## src/hw/rtl/lczc_pkg.sv

```systemverilog
// Package for the load cell zero calibration block: shared types, command
// and register codes, and fixed field widths.
// No dependencies.
`timescale 1ns / 1ps
`default_nettype none

package lczc_pkg;

   // fixed field widths
   localparam int TIME_BITS   = 16;
   localparam int OFFSET_BITS = 20;
   localparam int GAIN_BITS   = 24;
   localparam int TORQUE_BITS = 32;
   localparam int CMD_BITS    = 2;
   localparam int CSR_IDX_BITS = 2;
   localparam int CSR_DATA_BITS = 24;
   localparam int FRAC_BITS   = 8;

   // command codes
   localparam logic [CMD_BITS-1:0] CMD_CAL           = 2'd0;
   localparam logic [CMD_BITS-1:0] CMD_READ_STORED   = 2'd1;
   localparam logic [CMD_BITS-1:0] CMD_READ_SUPPLIED = 2'd2;

   // register indexes
   localparam logic [CSR_IDX_BITS-1:0] CSR_SENSOR_USED = 2'd0;
   localparam logic [CSR_IDX_BITS-1:0] CSR_CAL_WINDOW  = 2'd1;
   localparam logic [CSR_IDX_BITS-1:0] CSR_GAIN        = 2'd2;

   // register reset values
   localparam logic [TIME_BITS-1:0] WINDOW_RESET = 16'd1000;
   localparam logic [GAIN_BITS-1:0] GAIN_RESET   = 24'd65536;

   localparam logic [OFFSET_BITS-1:0] OFFSET_MAX = '1;

   typedef enum logic [1:0] {
      ST_IDLE,
      ST_MUL,
      ST_DIV,
      ST_FINISH
   } state_type;

   // handshake back from a serial arithmetic unit
   typedef struct packed {
      logic busy;
      logic done;
   } unit_status_type;

endpackage

`default_nettype wire

```

## src/hw/rtl/lczc_mul.sv

```systemverilog
// Bit-serial signed multiplier: one multiplier (gain) bit per cycle, shift-right
// accumulation. Depends on lczc_pkg.
`timescale 1ns / 1ps
`default_nettype none

module lczc_mul #(
   parameter int DIFF_BITS = 21
) (
   input  wire logic                                        clock,
   input  wire logic                                        reset,
   input  wire logic                                        start,
   input  wire logic [DIFF_BITS-1:0]                        multiplicand,
   input  wire logic [lczc_pkg::GAIN_BITS-1:0]              multiplier,
   output lczc_pkg::unit_status_type                        status,
   output logic [DIFF_BITS+lczc_pkg::GAIN_BITS-1:0]         product
);
   import lczc_pkg::*;

   localparam int PROD_BITS = DIFF_BITS + GAIN_BITS;
   localparam int CNT_BITS  = $clog2(GAIN_BITS);
   localparam logic [CNT_BITS-1:0] LAST_STEP = CNT_BITS'(GAIN_BITS - 1);

   logic [DIFF_BITS-1:0] mcand_ff;
   logic [DIFF_BITS:0]   hi_ff, hi_in;
   logic [GAIN_BITS-1:0] lo_ff, lo_in;
   logic [CNT_BITS-1:0]  cnt_ff;
   logic                 busy_ff, done_ff;

   logic [DIFF_BITS+1:0] hi_ext, addend, sum;
   logic                 last;
   logic [DIFF_BITS+GAIN_BITS:0] full;

   assign last   = (cnt_ff == LAST_STEP);
   assign hi_ext = {hi_ff[DIFF_BITS], hi_ff};
   assign addend = lo_ff[0] ? {{2{mcand_ff[DIFF_BITS-1]}}, mcand_ff} : '0;
   // sign bit of the multiplier has negative weight
   assign sum    = last ? (hi_ext - addend) : (hi_ext + addend);
   assign hi_in  = sum[DIFF_BITS+1:1];
   assign lo_in  = {sum[0], lo_ff[GAIN_BITS-1:1]};

   always_ff @(posedge clock) begin
      if (reset) begin
         busy_ff <= 1'b0;
         done_ff <= 1'b0;
         cnt_ff  <= '0;
      end else begin
         done_ff <= 1'b0;
         if (start) begin
            busy_ff <= 1'b1;
            cnt_ff  <= '0;
         end else if (busy_ff) begin
            cnt_ff <= cnt_ff + CNT_BITS'(1);
            if (last) begin
               busy_ff <= 1'b0;
               done_ff <= 1'b1;
            end
         end
      end
   end

   always_ff @(posedge clock) begin
      if (start) begin
         mcand_ff <= multiplicand;
         hi_ff    <= '0;
         lo_ff    <= multiplier;
      end else if (busy_ff) begin
         hi_ff <= hi_in;
         lo_ff <= lo_in;
      end
   end

   assign full        = {hi_ff, lo_ff};
   assign product     = full[PROD_BITS-1:0];
   assign status.busy = busy_ff;
   assign status.done = done_ff;

endmodule

`default_nettype wire

```

## src/hw/rtl/lczc_div.sv

```systemverilog
// Restoring divider, one quotient bit per cycle, for the calibration average.
// Denominator must be nonzero. Depends on lczc_pkg.
`timescale 1ns / 1ps
`default_nettype none

module lczc_div #(
   parameter int NUM_BITS = 36,
   parameter int DEN_BITS = 16
) (
   input  wire logic                  clock,
   input  wire logic                  reset,
   input  wire logic                  start,
   input  wire logic [NUM_BITS-1:0]   numerator,
   input  wire logic [DEN_BITS-1:0]   denominator,
   output lczc_pkg::unit_status_type  status,
   output logic [NUM_BITS-1:0]        quotient
);
   import lczc_pkg::*;

   localparam int CNT_BITS = $clog2(NUM_BITS);
   localparam logic [CNT_BITS-1:0] LAST_STEP = CNT_BITS'(NUM_BITS - 1);

   // num_ff shifts the dividend out at the top and the quotient in at the bottom
   logic [NUM_BITS-1:0] num_ff;
   logic [DEN_BITS-1:0] den_ff, rem_ff;
   logic [CNT_BITS-1:0] cnt_ff;
   logic                busy_ff, done_ff;

   logic [DEN_BITS:0]   trial, trial_sub;
   logic                fits;

   assign trial     = {rem_ff, num_ff[NUM_BITS-1]};
   assign trial_sub = trial - {1'b0, den_ff};
   assign fits      = (trial >= {1'b0, den_ff});

   always_ff @(posedge clock) begin
      if (reset) begin
         busy_ff <= 1'b0;
         done_ff <= 1'b0;
         cnt_ff  <= '0;
      end else begin
         done_ff <= 1'b0;
         if (start) begin
            busy_ff <= 1'b1;
            cnt_ff  <= '0;
         end else if (busy_ff) begin
            cnt_ff <= cnt_ff + CNT_BITS'(1);
            if (cnt_ff == LAST_STEP) begin
               busy_ff <= 1'b0;
               done_ff <= 1'b1;
            end
         end
      end
   end

   always_ff @(posedge clock) begin
      if (start) begin
         num_ff <= numerator;
         den_ff <= denominator;
         rem_ff <= '0;
      end else if (busy_ff) begin
         num_ff <= {num_ff[NUM_BITS-2:0], fits};
         rem_ff <= fits ? trial_sub[DEN_BITS-1:0] : trial[DEN_BITS-1:0];
      end
   end

   assign quotient    = num_ff;
   assign status.busy = busy_ff;
   assign status.done = done_ff;

endmodule

`default_nettype wire

```

## src/hw/rtl/load_cell_zero_calibration.sv

```systemverilog
// Load cell zero calibration top level: control sequencer, calibration state,
// configuration registers and result register. Depends on lczc_pkg, lczc_mul, lczc_div.
//
// One item is worked on at a time. A read item (command 1 or 2) is worked
// out by the bit-serial multiplier, which retires one gain bit per cycle. A
// calibrate item that closes the window with a nonzero count is worked out by
// the restoring divider, which produces one quotient bit per cycle. Every other
// item goes from idle straight to the finish state. A finished result sits in
// the output register, so the next item is taken while it waits.
`timescale 1ns / 1ps
`default_nettype none

module load_cell_zero_calibration #(
   parameter int SAMPLE_BITS = 12,
   parameter int COUNT_BITS  = 16
) (
   input  wire logic                                    clock,
   input  wire logic                                    reset,
   // input items
   input  wire logic                                    req_valid,
   output logic                                         req_stall,
   input  wire logic [lczc_pkg::CMD_BITS-1:0]           req_command,
   input  wire logic                                    req_do_cal,
   input  wire logic [SAMPLE_BITS-1:0]                  req_sample,
   input  wire logic [lczc_pkg::TIME_BITS-1:0]          req_now_ms,
   input  wire logic [lczc_pkg::OFFSET_BITS-1:0]        req_supplied_offset,
   // result items
   output logic                                         rsp_valid,
   input  wire logic                                    rsp_stall,
   output logic signed [lczc_pkg::TORQUE_BITS-1:0]      rsp_torque,
   output logic                                         rsp_calibrating,
   output logic [lczc_pkg::OFFSET_BITS-1:0]             rsp_offset_now,
   // configuration
   input  wire logic                                    csr_write,
   input  wire logic [lczc_pkg::CSR_IDX_BITS-1:0]       csr_index,
   input  wire logic [lczc_pkg::CSR_DATA_BITS-1:0]      csr_data
);
   import lczc_pkg::*;

   localparam int SUM_BITS  = SAMPLE_BITS + COUNT_BITS;
   localparam int NUM_BITS  = SUM_BITS + FRAC_BITS;
   localparam int DIFF_BITS = ((SAMPLE_BITS + FRAC_BITS > OFFSET_BITS) ?
                               SAMPLE_BITS + FRAC_BITS : OFFSET_BITS) + 1;
   localparam int PROD_BITS = DIFF_BITS + GAIN_BITS;
   localparam int Q_BITS    = PROD_BITS + 1 - FRAC_BITS;
   localparam logic [COUNT_BITS-1:0] COUNT_MAX = '1;
   localparam logic [PROD_BITS:0]    ROUND_HALF = (PROD_BITS + 1)'(128);
   localparam logic [TORQUE_BITS-1:0] TORQUE_MAX = {1'b0, {(TORQUE_BITS-1){1'b1}}};
   localparam logic [TORQUE_BITS-1:0] TORQUE_MIN = {1'b1, {(TORQUE_BITS-1){1'b0}}};

   // configuration
   logic                  sensor_used_ff;
   logic [TIME_BITS-1:0]  cal_window_ff;
   logic [GAIN_BITS-1:0]  gain_ff;

   // calibration state
   logic                   prev_request_ff, prev_request_in;
   logic [TIME_BITS-1:0]   window_start_ff, window_start_in;
   logic [SUM_BITS-1:0]    sample_sum_ff, sample_sum_in;
   logic [COUNT_BITS-1:0]  sample_count_ff, sample_count_in;
   logic [OFFSET_BITS-1:0] zero_offset_ff, zero_offset_in;

   // sequencer and staged result
   state_type               state_ff, state_in;
   logic [TORQUE_BITS-1:0]  res_torque_ff, res_torque_in;
   logic                    res_cal_ff, res_cal_in;

   // output register
   logic                    rsp_valid_ff, rsp_valid_in;
   logic [TORQUE_BITS-1:0]  rsp_torque_ff, rsp_torque_in;
   logic                    rsp_cal_ff, rsp_cal_in;
   logic [OFFSET_BITS-1:0]  rsp_offset_ff, rsp_offset_in;

   // arithmetic units
   logic                    mul_start, div_start;
   unit_status_type         mul_status, div_status;
   logic [PROD_BITS-1:0]    mul_product;
   logic [NUM_BITS-1:0]     div_quotient;
   logic [DIFF_BITS-1:0]    diff;
   logic [OFFSET_BITS-1:0]  read_offset;
   logic [NUM_BITS-1:0]     div_num;

   // calibrate step terms
   logic                   rising;
   logic [TIME_BITS-1:0]   start_eff, elapsed;
   logic [SUM_BITS-1:0]    sum_eff;
   logic [COUNT_BITS-1:0]  count_eff;
   logic                   in_window;

   // read rounding and saturation
   logic [PROD_BITS:0]     rounded;
   logic [Q_BITS-1:0]      quot;
   logic                   over_pos, over_neg;
   logic [TORQUE_BITS-1:0] torque_sat;
   logic [OFFSET_BITS-1:0] avg_sat;

   always_ff @(posedge clock) begin
      if (reset) begin
         sensor_used_ff <= 1'b0;
         cal_window_ff  <= WINDOW_RESET;
         gain_ff        <= GAIN_RESET;
      end else if (csr_write) begin
         unique case (csr_index)
            CSR_SENSOR_USED: sensor_used_ff <= csr_data[0];
            CSR_CAL_WINDOW:  cal_window_ff  <= csr_data[TIME_BITS-1:0];
            CSR_GAIN:        gain_ff        <= csr_data[GAIN_BITS-1:0];
            default: ;
         endcase
      end
   end

   assign rising    = req_do_cal && !prev_request_ff;
   assign start_eff = rising ? req_now_ms : window_start_ff;
   assign sum_eff   = rising ? '0 : sample_sum_ff;
   assign count_eff = rising ? '0 : sample_count_ff;
   assign elapsed   = req_now_ms - start_eff;
   assign in_window = req_do_cal && (elapsed <= cal_window_ff);

   // sum * 256 + count / 2, rounds the average half up
   assign div_num = {sum_eff, {FRAC_BITS{1'b0}}} + NUM_BITS'(count_eff >> 1);

   assign read_offset = (req_command == CMD_READ_STORED) ? zero_offset_ff
                                                         : req_supplied_offset;
   assign diff = DIFF_BITS'({req_sample, {FRAC_BITS{1'b0}}}) - DIFF_BITS'(read_offset);

   // floor((p + 128) / 256), then clamp to 32 bits
   assign rounded  = {mul_product[PROD_BITS-1], mul_product} + ROUND_HALF;
   assign quot     = rounded[PROD_BITS:FRAC_BITS];
   assign over_pos = !quot[Q_BITS-1] && (|quot[Q_BITS-2:TORQUE_BITS-1]);
   assign over_neg = quot[Q_BITS-1] && !(&quot[Q_BITS-2:TORQUE_BITS-1]);
   assign torque_sat = over_pos ? TORQUE_MAX :
                       over_neg ? TORQUE_MIN : quot[TORQUE_BITS-1:0];

   assign avg_sat = (|div_quotient[NUM_BITS-1:OFFSET_BITS]) ? OFFSET_MAX
                                                            : div_quotient[OFFSET_BITS-1:0];

   lczc_mul #(
      .DIFF_BITS(DIFF_BITS)
   ) u_lczc_mul (
      .clock       (clock),
      .reset       (reset),
      .start       (mul_start),
      .multiplicand(diff),
      .multiplier  (gain_ff),
      .status      (mul_status),
      .product     (mul_product)
   );

   lczc_div #(
      .NUM_BITS(NUM_BITS),
      .DEN_BITS(COUNT_BITS)
   ) u_lczc_div (
      .clock      (clock),
      .reset      (reset),
      .start      (div_start),
      .numerator  (div_num),
      .denominator(count_eff),
      .status     (div_status),
      .quotient   (div_quotient)
   );

   always_ff @(posedge clock) begin
      if (reset) begin
         state_ff        <= ST_IDLE;
         rsp_valid_ff    <= 1'b0;
         prev_request_ff <= 1'b0;
         window_start_ff <= '0;
         sample_sum_ff   <= '0;
         sample_count_ff <= '0;
         zero_offset_ff  <= '0;
      end else begin
         state_ff        <= state_in;
         rsp_valid_ff    <= rsp_valid_in;
         prev_request_ff <= prev_request_in;
         window_start_ff <= window_start_in;
         sample_sum_ff   <= sample_sum_in;
         sample_count_ff <= sample_count_in;
         zero_offset_ff  <= zero_offset_in;
      end
   end

   always_ff @(posedge clock) begin
      res_torque_ff <= res_torque_in;
      res_cal_ff    <= res_cal_in;
      rsp_torque_ff <= rsp_torque_in;
      rsp_cal_ff    <= rsp_cal_in;
      rsp_offset_ff <= rsp_offset_in;
   end

   always_comb begin
      state_in        = state_ff;
      prev_request_in = prev_request_ff;
      window_start_in = window_start_ff;
      sample_sum_in   = sample_sum_ff;
      sample_count_in = sample_count_ff;
      zero_offset_in  = zero_offset_ff;
      res_torque_in   = res_torque_ff;
      res_cal_in      = res_cal_ff;
      rsp_valid_in    = rsp_valid_ff && rsp_stall;
      rsp_torque_in   = rsp_torque_ff;
      rsp_cal_in      = rsp_cal_ff;
      rsp_offset_in   = rsp_offset_ff;
      mul_start       = 1'b0;
      div_start       = 1'b0;

      unique case (state_ff)
         ST_IDLE: begin
            if (req_valid) begin
               res_torque_in = '0;
               res_cal_in    = 1'b0;
               state_in      = ST_FINISH;
               case (req_command) inside
                  CMD_CAL: begin
                     if (sensor_used_ff) begin
                        window_start_in = start_eff;
                        sample_sum_in   = sum_eff;
                        sample_count_in = count_eff;
                        if (in_window) begin
                           // count saturates: later samples are dropped
                           if (count_eff != COUNT_MAX) begin
                              sample_sum_in   = sum_eff + SUM_BITS'(req_sample);
                              sample_count_in = count_eff + COUNT_BITS'(1);
                           end
                           res_cal_in      = 1'b1;
                           prev_request_in = 1'b1;
                        end else begin
                           prev_request_in = 1'b0;
                           if (req_do_cal && (count_eff != '0)) begin
                              div_start = 1'b1;
                              state_in  = ST_DIV;
                           end
                        end
                     end
                  end
                  CMD_READ_STORED, CMD_READ_SUPPLIED: begin
                     mul_start = 1'b1;
                     state_in  = ST_MUL;
                  end
                  default: ;
               endcase
            end
         end
         ST_MUL: begin
            if (mul_status.done) begin
               res_torque_in = torque_sat;
               state_in      = ST_FINISH;
            end
         end
         ST_DIV: begin
            if (div_status.done) begin
               zero_offset_in = avg_sat;
               state_in       = ST_FINISH;
            end
         end
         ST_FINISH: begin
            if (!rsp_valid_ff || !rsp_stall) begin
               rsp_valid_in  = 1'b1;
               rsp_torque_in = res_torque_ff;
               rsp_cal_in    = res_cal_ff;
               rsp_offset_in = zero_offset_ff;
               state_in      = ST_IDLE;
            end
         end
         default: state_in = ST_IDLE;
      endcase
   end

   assign req_stall       = (state_ff != ST_IDLE);
   assign rsp_valid       = rsp_valid_ff;
   assign rsp_torque      = rsp_torque_ff;
   assign rsp_calibrating = rsp_cal_ff;
   assign rsp_offset_now  = rsp_offset_ff;

endmodule

`default_nettype wire

```

## config.mk

```make
export PLATFORM = sky130hd
export DESIGN_NAME = load_cell_zero_calibration
export DESIGN_NICKNAME = d
export VERILOG_FILES = /design/src/hw/rtl/lczc_pkg.sv /design/src/hw/rtl/lczc_mul.sv /design/src/hw/rtl/lczc_div.sv /design/src/hw/rtl/load_cell_zero_calibration.sv
export SDC_FILE = /design/constraint.sdc
export NUM_CORES = 1
export LEC_CHECK = 0
export CAP_MARGIN = 15
export CORE_MARGIN = 1.5
export CORE_UTILIZATION = 45
export DETAILED_ROUTE_END_ITERATION = 8
export DONT_BUFFER_PORTS = 1
export PLACE_DENSITY_LB_ADDON = 0.1
export SLEW_MARGIN = 20
export SYNTH_ARGS = -nofsm -noshare
export SYNTH_HDL_FRONTEND = slang
export SYNTH_HIERARCHICAL = 1
export SYNTH_SLANG_ARGS = --single-unit
```

## constraint.sdc

```tcl
create_clock -name clock -period 16.3 [get_ports clock]
set_input_delay 0.815 -clock clock [delete_from_list [all_inputs] [get_ports clock]]
set_output_delay 0.815 -clock clock [all_outputs]
set_load 0.01 [all_outputs]
```

# [After elaboration in Yosys (flattened, before gate mapping)]
# Cells that the tools add are included.
[word_totals] in_bits=82 out_inout_bits=55 reg_bits=361 elab_cells=146
[op_classes] n_eq_ne=14 n_lt_le_gt_ge=2 bitwise=2 muxes=52 reduce_logical=38 addsub=11
[op_table] op="$mux 32" count=4
[op_table] op="$mux 28" count=3
[op_table] op="$mux 16" count=5
[op_table] op="$mux 36" count=2
[op_table] op="$pmux 32 s2" count=1
[op_table] op="$mux 24" count=2
[op_table] op="$add 45x9->46 const B" count=1
[op_table] op="$mux 23" count=2
[op_table] op="$mux 20" count=2
[op_table] op="$add 36x15->36" count=1
[op_table] op="$sub 16x16->16" count=2
[op_table] op="$add 28x12->28" count=1
[op_table] op="$mux 1" count=24
[op_table] op="$add 23x23->23" count=1
[op_table] op="$sub 23x23->23" count=1
[op_table] op="$sub 20x20->21" count=1
[op_table] op="$ge 17x16->1" count=1
[op_table] op="$add 16x1->16 const B" count=1
[op_table] op="$le 16x16->1" count=1
[op_table] op="$ne 16x16->1 const B" count=1
[op_table] op="$reduce_bool 16->1" count=1
[op_table] op="$reduce_or 16->1" count=1
[op_table] op="$reduce_and 2->1" count=7
[op_table] op="$mux 2" count=6
[op_table] op="21 further kinds" count=47

# [Depth between registers and ports, before layout]
# Gate-level depths: netlist of the first run.
[logic_depth] ltp_word=12 mapped_depth=32 ltp_nobuf=24

# [By module]
# The synthesis of the first run kept the hierarchy.
[modules_own_cells] module="load_cell_zero_calibration" instances=1 cells_per_inst=1462 area_each_um2=12614.6 seq_area_each_um2=5084.9
[modules_own_cells] module="lczc_mul" instances=1 cells_per_inst=464 area_each_um2=4551.9 seq_area_each_um2=1931.9
[modules_own_cells] module="lczc_div" instances=1 cells_per_inst=362 area_each_um2=4127.7 seq_area_each_um2=2042.0

# [Least setup slack after synthesis of the first run]
# No wires, ideal clock.
[synth_timing] path_type="input to register" startpoint="input port req_do_cal" endpoint="register u_lczc_div.num_ff[0] (netlist: u_lczc_div/quotient[0]), enable pin" setup_time_ns=0.394 n_path_buf=8 path_stages=28 arrival_ns=7.705 t_required_ns=15.906 setup_slack_ns=8.201 path_cell_list="nand2b_1 > clkbuf_1 > clkbuf_1 > clkbuf_1 > clkbuf_1 > nand2_1 > a21boi_0 > inv_1 > fa_1 > nor2b_1 > o21a_1 > o21a_1 > o211ai_1 > a21oi_1 > o31ai_1 > o311ai_0 > ha_1 > nand4_1 > or2_2 > a21oi_1 > o32ai_1 > clkbuf_1 > clkbuf_1 > nor3_1 > buf_2 > inv_1 > clkbuf_1 > nand2_1"
[synth_via] elab_chain_cells=11 word_cells_on_any_way=15 cone_classes="add/sub: 1; order compare: 1; mux: 8; reduce/logical: 5"
[synth_lines] item="start: declaration" line_no="load_cell_zero_calibration.sv:23" source="input wire logic req_do_cal,"
[synth_lines] item="$logic_and 1x1->1" line_no="load_cell_zero_calibration.sv:112" source="assign rising = req_do_cal && !prev_request_ff;"
[synth_lines] item="$mux 16" line_no="load_cell_zero_calibration.sv:113" source="assign start_eff = rising ? req_now_ms : window_start_ff;"
[synth_lines] item="net start_eff[1]" line_no="load_cell_zero_calibration.sv:85" source="logic [TIME_BITS-1:0] start_eff, elapsed;"
[synth_lines] item="$sub 16x16->16" line_no="load_cell_zero_calibration.sv:116" source="assign elapsed = req_now_ms - start_eff;"
[synth_lines] item="$le 16x16->1" line_no="load_cell_zero_calibration.sv:117" source="assign in_window = req_do_cal && (elapsed <= cal_window_ff);"
[synth_lines] item="$logic_and 1x1->1" line_no="load_cell_zero_calibration.sv:117"
[synth_lines] item="$mux 1" line_no="load_cell_zero_calibration.sv:218" source="if (in_window) begin"
[synth_lines] item="$mux 1" line_no="load_cell_zero_calibration.sv:214" source="if (sensor_used_ff) begin"
[synth_lines] item="$mux 1" line_no="load_cell_zero_calibration.sv:212" source="case (req_command) inside"
[synth_lines] item="$mux 1" line_no="load_cell_zero_calibration.sv:208" source="if (req_valid) begin"
[synth_lines] item="$mux 1" line_no="load_cell_zero_calibration.sv:206" source="unique case (state_ff)"
[synth_lines] item="net div_start" line_no="load_cell_zero_calibration.sv:75" source="logic mul_start, div_start;"
[synth_lines] item="$reduce_bool 2->1 (no line)"
[synth_lines] item="end signal: assignment" line_no="lczc_div.sv:58" source="num_ff <= numerator;"
[synth_lines] item="end signal: assignment" line_no="lczc_div.sv:62" source="num_ff <= {num_ff[NUM_BITS-2:0], fits};"
[synth_lines] item="end: declaration" line_no="lczc_div.sv:24" source="logic [NUM_BITS-1:0] num_ff;"
# The timed path passes the listed nets, and every way through them passes these cells.
# A chain may end at the register's enable or synchronous reset.

# [Worst setup path after layout of the first run]
[layout_timing] startpoint="register prev_request_ff" endpoint="register u_lczc_div.num_ff[35] (netlist: u_lczc_div/quotient[35]), enable pin"
[layout_via] elab_chain_cells=12 word_cells_on_any_way=16 cone_classes="add/sub: 1; order compare: 1; mux: 8; reduce/logical: 6"
[layout_lines] item="start: declaration" line_no="load_cell_zero_calibration.sv:57" source="logic prev_request_ff, prev_request_in;"
[layout_lines] item="start signal: assignment" line_no="load_cell_zero_calibration.sv:174" source="prev_request_ff <= prev_request_in;"
[layout_lines] item="$logic_not 1->1 *" line_no="load_cell_zero_calibration.sv:112"
[layout_lines] item="$logic_and 1x1->1 *" line_no="load_cell_zero_calibration.sv:112"
[layout_lines] item="$mux 16 (on tied branches)" line_no="load_cell_zero_calibration.sv:113, load_cell_zero_calibration.sv:115"
[layout_lines] item="$sub 16x16->16 or $reduce_bool 16->1 (tied branches)" line_no="load_cell_zero_calibration.sv:116, load_cell_zero_calibration.sv:228"
[layout_lines] item="$le 16x16->1 or $logic_and 1x1->1 (tied branches)" line_no="load_cell_zero_calibration.sv:117, load_cell_zero_calibration.sv:228"
[layout_lines] item="$logic_and 1x1->1 or $mux 1 (tied branches)" line_no="load_cell_zero_calibration.sv:117, load_cell_zero_calibration.sv:228"
[layout_lines] item="$mux 1 *" line_no="load_cell_zero_calibration.sv:218"
[layout_lines] item="$mux 1 *" line_no="load_cell_zero_calibration.sv:214"
[layout_lines] item="$mux 1 *" line_no="load_cell_zero_calibration.sv:212"
[layout_lines] item="$mux 1 *" line_no="load_cell_zero_calibration.sv:208"
[layout_lines] item="$mux 1 *" line_no="load_cell_zero_calibration.sv:206"
[layout_lines] item="net div_start" line_no="load_cell_zero_calibration.sv:75"
[layout_lines] item="$reduce_bool 2->1 (no line) *"
# Mark *: on every way through the listed nets, which the timed path passes. The rest lies on a longest branch.

==> impl_metrics.yaml, run 1 <==
worst_setup_path:
  path_common_cell: "buf_4"
  critPathMaxStageDelay_ns: 0.67
  r2r_slack_ns: 9.67
  worstPathMaxFanout: 68
  arrival_ns: 6.84
  crit_chain: "nor2b_2 > mux2i_1 > ha_1 > nor2b_1 > o21a_1 > o21a_1 > o211ai_1 > a21oi_1 > o31ai_1 > o311ai_0 > ha_1 > nand4_1 > or2_2 > a21oi_1 > o32ai_4 > buf_4 > nor3_2 > buf_4 > inv_1 > nand2_1 > buf_4"
  critical_path_class: "register to register"
  required_ns: 16.51
  end_kind: "register"
  critPathTopFamily: "compound AO/OA/AOI/OAI gates"
  worst_path_max_delay_cell: "buf_4"
  critical_path.n_buffers_inverters: 4
  crit_path_start_kind: "register"
detailed_routing:
  drt_iter0_markers: 994
  first_pass_iters: 5
  vias: 16338
  final_antenna_net_count: 0
  via_per_inst: 5.729
  wire_per_inst_um: 19.29
  finalWirelength_um: 55010
  drc: 0
synth:
  yosys_warnings: 6
  synthCells: 2286
  syn_area_per_cell_sq_um: 9.308
  syn-num-nets: 2486
  syn_area_sq_um: 21280
timing:
  slew-limit-headroom_pct: 27.79
  fmax_mhz: 150.7
  rsz0062_at_grt: "false"
  finalClockSkew_ns: 0.02103
  fin_crit_sh_pct: 40.70
  worst_slew_pin_slew_ns: 1.080
  tns_ns: 0
  final.setup.worst_slack_ns: 9.666
  report.final.slew_viol_count: 0
  fin_crit_ns: 6.634
  finalHoldViolCount: 0
  setup_violations: 0
clock_tree:
  cts_htree_levels: 2
  cts_setup_buffers: 0
  cts_tree: "yes"
  cts_hold_buf: 0
  cts.repair.resized: 0
  cts_sinks: 361
  cts_buffer_depth: 3
  clockRootBuffer: "clkbuf_16"
  worstSkewPairLatency_ns: 0.58
  clk_pin_slew_worst_paths_ns: 0.06
  cts-buffers-inserted: 43
layout:
  syn_to_final_growth_pct: 8.420
  drive_gt1_share_pct: 9.889
  fin_util_pct: 49.56
  num_antenna_cells: 0
  final_common_cell: "nand2_1"
  final_cell_mix: "275 x nand2_1, 204 x nor2_1, 183 x edfxtp_1"
  finish.instance_area_sq_um: 23070
  fin_nets: 2410
  nFillCells: 4288
floorplanning:
  initial_utilization_pct: 45.71
  rows: 79
  chipHeight_um: 220.5
  die_area_sq_um: 48600
  dieWidth_um: 220.5
  io_pins: 137
  core_area_sq_um: 46560
placed_design:
  dpl_cell_area_sq_um: 21540
  hpwl_um: 40460
  portBuffers: 0
  dp_slack_ns: 9.309
  place_congestion: 0.9077
global_route:
  grt_max_degree: 157
  grt_pass1_vias: 15718
  grt_first_pass_wirelength_um: 86880
  gr-total-overflow: 0
  grtUsageTotal_pct: 22.64
  antenna_found_initial: 0
min_path:
  hp-class: "input port to register"
outcome:
  outcome: "completed"
power_and_ir_drop:
  powerDensity_nw_per_um2: 129.1
  ir_worst_vdd_mv: 0.09816
  p_total_mw: 2.977
  leakagePower_nw: 8.501
flow_run:
  maxCapViolations: 0
[report_power, final]
part | switching, mW | total (mW) | internal [mW]
clock | 0.395 | 1.02 | 0.621
combinational | 0.445 | 0.738 | 0.293
sequential | 0.0969 | 1.22 | 1.13
[cell type report]
class	instances	area, sq um	share of cell area [%]
multi-input cells	1696	11250	48.77
flip-flops and latches	361	9059	39.26
clock buffers	58	1246	5.402
well taps	607	759.5	3.292
inverters	90	337.8	1.464
clock inverters	22	282.8	1.226
repair buffers	18	135.1	0.5857
[stage by stage]
step | cells | hold WS (ns)
after detailed placement | 2772 | 0.4045
final | 2852 | 0.3629
after CTS | 2852 | 0.3221
after global placement | 2772 | 0.4019
after global routing | 2852 | 0.3340
after floorplan | 2286 | 0.4003
[registers in the layout, indices dropped and copies added (netlist names), 21 cells and up]
signal	cells
u_lczc_mul/lo_ff	24
u_lczc_mul/hi_ff	22
res_torque_ff	32
rsp_torque	32
gain_ff	24
u_lczc_mul/mcand_ff	21
u_lczc_div/quotient	36
sample_sum_ff	28
[layer usage]
layer	up-vias	track usage [%]	routed length [um]
met5	-	0	0
met1	7773	28.72	24100
met4	0	7.937	1826
met3	103	4.055	2552
li1	8089	-	-
met2	373	38.60	26540
[path summary, 6_finish.rpt]
path	from	to	cells after the start
worst min register to register	res_torque_ff[28]$_SDFFCE_PN0P_	rsp_torque[28]$_DFFE_PP_	0
worst max register to register	prev_request_ff$_SDFFE_PP0P_	u_lczc_div/quotient[35]$_DFFE_PP_	21
worst max-delay path	prev_request_ff$_SDFFE_PP0P_	u_lczc_div/quotient[35]$_DFFE_PP_	21
worst min-delay path	csr_data[7]	cal_window_ff[7]$_SDFFE_PP1P_	1
Note: power is estimated with default switching activity, not from simulation.
==> run 2, diff against run 1 <==
==> constraint.sdc (replaced) <==
create_clock -name clock -period 6.6 [get_ports clock]
set_input_delay 0.33 -clock clock [delete_from_list [all_inputs] [get_ports clock]]
set_output_delay 0.33 -clock clock [all_outputs]
set_load 0.01 [all_outputs]
==> run 2 against run 1 <==
  * Wire length about the same
  * Critical path type unchanged
  * Sequential share of layout area is 0.77 points lower
  * First-iteration DRC count is 3.4% lower
  * Critical path depth fell by 3
==> impl_metrics.yaml, run 2 (same netlist as run 1, synthesis figures left out) <==
placed_design:
  hpwl_um: 39810
  portBuffers: 0
  place_congestion: 0.8864
  dp_slack_ns: 0.9822
global_route:
  grt_first_pass_wirelength_um: 87250
  gr-total-overflow: 0
  grt_max_degree: 100
  grtUsageTotal_pct: 22.77
  grt_pass1_vias: 15762
  antenna_found_initial: 0
timing:
  tns_ns: 0
  fmax_mhz: 177.6
  worst_slew_pin_slew_ns: 1.038
  final.setup.worst_slack_ns: 0.9706
  holdWs_ns: 0.04782
  finalHoldViolCount: 0
  report.final.slew_viol_count: 0
  slew-limit-headroom_pct: 30.56
  fin_crit_ns: 5.629
  rsz0062_at_grt: "false"
  fin_crit_sh_pct: 85.29
  setup_violations: 0
  finalClockSkew_ns: 0.02858
layout:
  fin_util_pct: 50.55
  nFillCells: 4240
  num_antenna_cells: 0
  regArea_sq_um: 9059
  largest_reg_flops: 36
  fin_nets: 2457
  syn_to_final_growth_pct: 10.60
  multi_input_area_sq_um: 11270
  drive_gt1_share_pct: 9.952
  final_common_cell: "nand2_1"
  final_cell_mix: "274 x nand2_1, 203 x nor2_1, 183 x edfxtp_1"
worst_setup_path:
  crit_path_start_kind: "register"
  reg2reg_depth: 18
  required_ns: 6.80
  end_kind: "register"
  crit_chain: "nor2b_2 > mux2i_1 > ha_1 > nor2b_1 > o21a_1 > o21a_1 > o211ai_1 > a21oi_1 > o31ai_1 > o311ai_0 > ha_1 > nand4_1 > or2_2 > a21oi_1 > o32ai_4 > nor3_4 > inv_1 > nand2_4"
  worst_path_max_delay_cell: "nand2_4"
  critPathMaxStageDelay_ns: 0.47
  critical_path_class: "register to register"
  arrival_ns: 5.83
  worstPathMaxFanout: 36
detailed_routing:
  wl_met1_um: 24700
  via_per_inst: 5.678
  top_layer: "met4"
  wl_met3_um: 3023
  drc: 0
  final_antenna_net_count: 0
  finalWirelength_um: 55050
  first_pass_iters: 5
  wire_per_inst_um: 19.00
  vias: 16455
  drt_iter0_markers: 960
  wl_met2_um: 25880
clock_tree:
  cts.repair.resized: 0
  cts_buffer_depth: 3
  clockRootBuffer: "clkbuf_16"
  worstSkewPairLatency_ns: 0.58
  cts_htree_levels: 2
  cts_setup_buffers: 0
  cts_tree: "yes"
  cts_hold_buf: 46
  cts-buffers-inserted: 42
  clk_pin_slew_worst_paths_ns: 0.05
  cts_sinks: 361
flow_run:
  maxCapViolations: 0
min_path:
  whs_path_depth: 3
  hp-class: "input port to register"
floorplanning:
  dieWidth_um: 220.5
  die_area_sq_um: 48600
  initial_utilization_pct: 45.71
  rows: 79
  io_pins: 137
  chipHeight_um: 220.5
  core_area_sq_um: 46560
power_and_ir_drop:
  leakagePower_nw: 8.678
  powerDensity_nw_per_um2: 311.8
  ir_worst_vdd_mv: 0.2922
outcome:
  outcome: "completed"
==> run 2: changes by cell type in the layout (fill, tap and decap cells not counted), moves of 3 or more <==
cell / before / now
clkbuf_8: 5 / 2
clkbuf_16: 46 / 42
dlygate4sd3_1: 0 / 45
clkinv_4: 0 / 3
clkinvlp_4: 3 / 6
clkbuf_1: 7 / 4
==> run 2: final cells by class <==
class	count	area share, %
well taps	607	3.227
multi-input cells	1696	47.87
flip-flops and latches	361	38.49
inverters	90	1.435
clock inverters	30	1.611
clock buffers	48	4.646
repair buffers	66	2.722
==> run 2: critical path: cells and delay by family (launching register included) <==
family | cells | cell delay, ns
fa+ha+maj | 2 | 0.63
flops | 1 | 0.41
mux | 1 | 0.24
buf+inv | 1 | 0.29
compound gates | 8 | 1.86
simple gates | 6 | 1.79
==> run 2: where the power goes <==
part	switching, mW	internal (mW)	total [mW]
clock network	1.00	1.45	2.45
logic	1.13	0.741	1.87
registers	0.230	2.78	3.01
total	2.37	4.97	7.34
==> run 2: final timing paths <==
check,start,end,slack (ns)
max,prev_request_ff$_SDFFE_PP0P_,u_lczc_div/quotient[35]$_DFFE_PP_,0.97
min,csr_index[0],sensor_used_ff$_SDFFE_PP0P_,0.05
min reg2reg,res_torque_ff[14]$_SDFFCE_PN0P_,rsp_torque[14]$_DFFE_PP_,0.41
max reg2reg,prev_request_ff$_SDFFE_PP0P_,u_lczc_div/quotient[35]$_DFFE_PP_,0.97
==> run 2: per-layer routing <==
metal	track usage, %	vias up
li1	-	8200
met4	7.029	0
met3	4.302	79
met5	0	-
met1	30.12	7806
met2	37.61	370
==> run 2: per-stage QoR <==
step                total power, mW  cells  cell area (sq um)
floorplan                     4.534   2286              21300
global placement              4.868   2774              21580
detailed placement            4.900   2774              21580
finish                        7.339   2898              23540
CTS                           7.408   2898              23530
global route                  7.761   2898              23540
==> run 3, diff against run 2 <==
--- a/config.mk
+++ b/config.mk
@@ -5,6 +5,7 @@
 export SDC_FILE = /design/constraint.sdc
 export NUM_CORES = 1
 export LEC_CHECK = 0
+export ABC_AREA = 1
 export CAP_MARGIN = 15
 export CORE_MARGIN = 1.5
 export CORE_UTILIZATION = 45
==> run 3 against run 2 <==
  * Total power grew 2.1%
  * Maximum frequency rose by 0.28%
  * Clock power about the same
  * Sequential cell count unchanged
  * Register-to-register slack improved by 0.02 ns
  * Global-route usage is 1.2 points higher
  * Non-clock buffer count is 4 lower
  * Critical path type unchanged
  * Largest cell class unchanged
  * Largest power group unchanged
==> impl_metrics.yaml, run 3 <==
global_route:
  gr-total-overflow: 0
  grt_pass1_vias: 18753
  grtUsageTotal_pct: 23.98
  grt_first_pass_wirelength_um: 101100
  antenna_found_initial: 0
  grt_max_degree: 71
floorplanning:
  initial_utilization_pct: 45.74
  chipHeight_um: 229.3
  rows: 82
  die_area_sq_um: 52560
  io_pins: 137
  core_area_sq_um: 50380
  dieWidth_um: 229.3
detailed_routing:
  first_pass_iters: 5
  wl_met2_um: 30330
  wl_met3_um: 2544
  finalWirelength_um: 63430
  final_antenna_net_count: 0
  wire_per_inst_um: 16.76
  drt_iter0_markers: 1299
  top_layer: "met4"
  via_per_inst: 5.167
  drc: 0
  wl_met1_um: 28840
  vias: 19552
placed_design:
  portBuffers: 0
  dp_slack_ns: 0.9500
  hpwl_um: 47790
  place_congestion: 0.9626
  dp.cells: 3660
  dpl_cell_area_sq_um: 23360
worst_setup_path:
  end_kind: "register"
  rr_startpoint: "prev_request_ff$_SDFFE_PP0P_"
  worstReg2RegEnd: "u_lczc_div/quotient[17]$_DFFE_PP_"
  critical_path_class: "register to register"
  required_ns: 6.76
  worstPathMaxFanout: 44
  reg2reg_depth: 18
  arrival_ns: 5.78
  r2r_slack_ns: 0.99
  crit_path_start_kind: "register"
layout:
  fin_nets: 3278
  fin_util_pct: 50.23
  final_cell_mix: "837 x nand2_1, 371 x inv_1, 319 x nor2_1"
  finish.instance_area_sq_um: 25300
  stdcell_count: 3784
  drive_gt1_share_pct: 6.780
  syn_to_final_growth_pct: 9.819
  num_antenna_cells: 0
  largest_reg_flops: 36
  nFillCells: 4970
  final_common_cell: "nand2_1"
min_path:
  hp-class: "input port to register"
  hold_path_end: "window_start_ff[1]$_SDFFE_PP0P_"
  whs_path_depth: 2
  worstHoldStart: "req_now_ms[1]"
synth:
  syn-num-nets: 3289
  syn_area_per_cell_sq_um: 7.459
  yosys_warnings: 6
  syn_area_sq_um: 23040
  synthCells: 3089
clock_tree:
  clockRootBuffer: "clkbuf_16"
  cts_htree_levels: 2
  cts_sinks: 361
  cts_tree: "yes"
  cts-buffers-inserted: 42
  clk_pin_slew_worst_paths_ns: 0.06
  worstSkewPairLatency_ns: 0.59
  cts_buffer_depth: 3
power_and_ir_drop:
  powerDensity_nw_per_um2: 296.0
  ir_worst_vdd_mv: 0.1800
  p_total_mw: 7.490
  leakagePower_nw: 11.15
timing:
  fin_crit_ns: 5.614
  finalHoldViolCount: 0
  rsz0062_at_grt: "false"
  final.setup.worst_slack_ns: 0.9861
  holdWs_ns: 0.08273
  worst_slew_pin_slew_ns: 1.028
  report.final.slew_viol_count: 0
  fmax_mhz: 178.1
  tns_ns: 0
  setup_violations: 0
  slew-limit-headroom_pct: 31.23
  finalClockSkew_ns: 0.02153
  fin_crit_sh_pct: 85.06
outcome:
  outcome: "completed"
flow_run:
  maxCapViolations: 0
## run 3: layout make-up
cell class	count	area (sq um)	area share, %
inverter	389	1465	5.791
tap	672	840.8	3.323
clock buffer	55	1151	4.549
timing repair buffer	62	615.6	2.433
multi-input combinational	2222	11880	46.97
sequential	361	9060	35.81
clock inverter	23	285.3	1.127
## run 3: layer usage
metal,vias up,track usage [%]
met5,-,0
li1,10002,-
met3,97,2.577
met2,410,41.41
met1,9043,31.31
met4,0,7.730
## run 3: worst max path at each step
stage	start	end	slack, ns	depth (start not counted)
3_3_place_gp	req_do_cal	u_lczc_div/cnt_ff[5]$_SDFFE_PP0P_	1.25	20
2_1_floorplan	prev_request_ff$_SDFFE_PP0P_	u_lczc_div/quotient[0]$_DFFE_PP_	0.72	23
3_5_place_dp	prev_request_ff$_SDFFE_PP0P_	u_lczc_div/cnt_ff[5]$_SDFFE_PP0P_	0.95	19
6_report	prev_request_ff$_SDFFE_PP0P_	u_lczc_div/quotient[17]$_DFFE_PP_	0.99	18
5_1_grt	prev_request_ff$_SDFFE_PP0P_	u_lczc_div/rem_ff[7]$_SDFFE_PP0P_	0.47	19
4_1_cts	prev_request_ff$_SDFFE_PP0P_	u_lczc_div/cnt_ff[5]$_SDFFE_PP0P_	0.93	19
## run 3: where the power goes
group / total (mW) / internal [mW] / switching (mW)
clock: 2.42 / 1.44 / 0.979
combinational: 2.00 / 0.663 / 1.34
sequential: 3.06 / 2.79 / 0.277
## run 3: critical path: stages (launching register included)
cell and delay (ns):
dfxtp_1 0.41, nor2_4 0.18, or2_2 0.31, o21ai_0 0.15, inv_1 0.11, fa_1 0.45, o21ai_0 0.38, a21oi_1 0.17
o21ai_0 0.41, a21oi_1 0.16, xor2_1 0.17, ha_1 0.28, nand2_1 0.07, nor3_1 0.24, nand3_1 0.20, nand4_1 0.24
nor2_4 0.07, nor2_1 0.58, inv_2 0.58
## run 3: repair_timing
action,CTS,global route
hold buffers,45,0
endpoints found under the hold margin,118,0
resized for setup,0,0
setup buffers,0,0
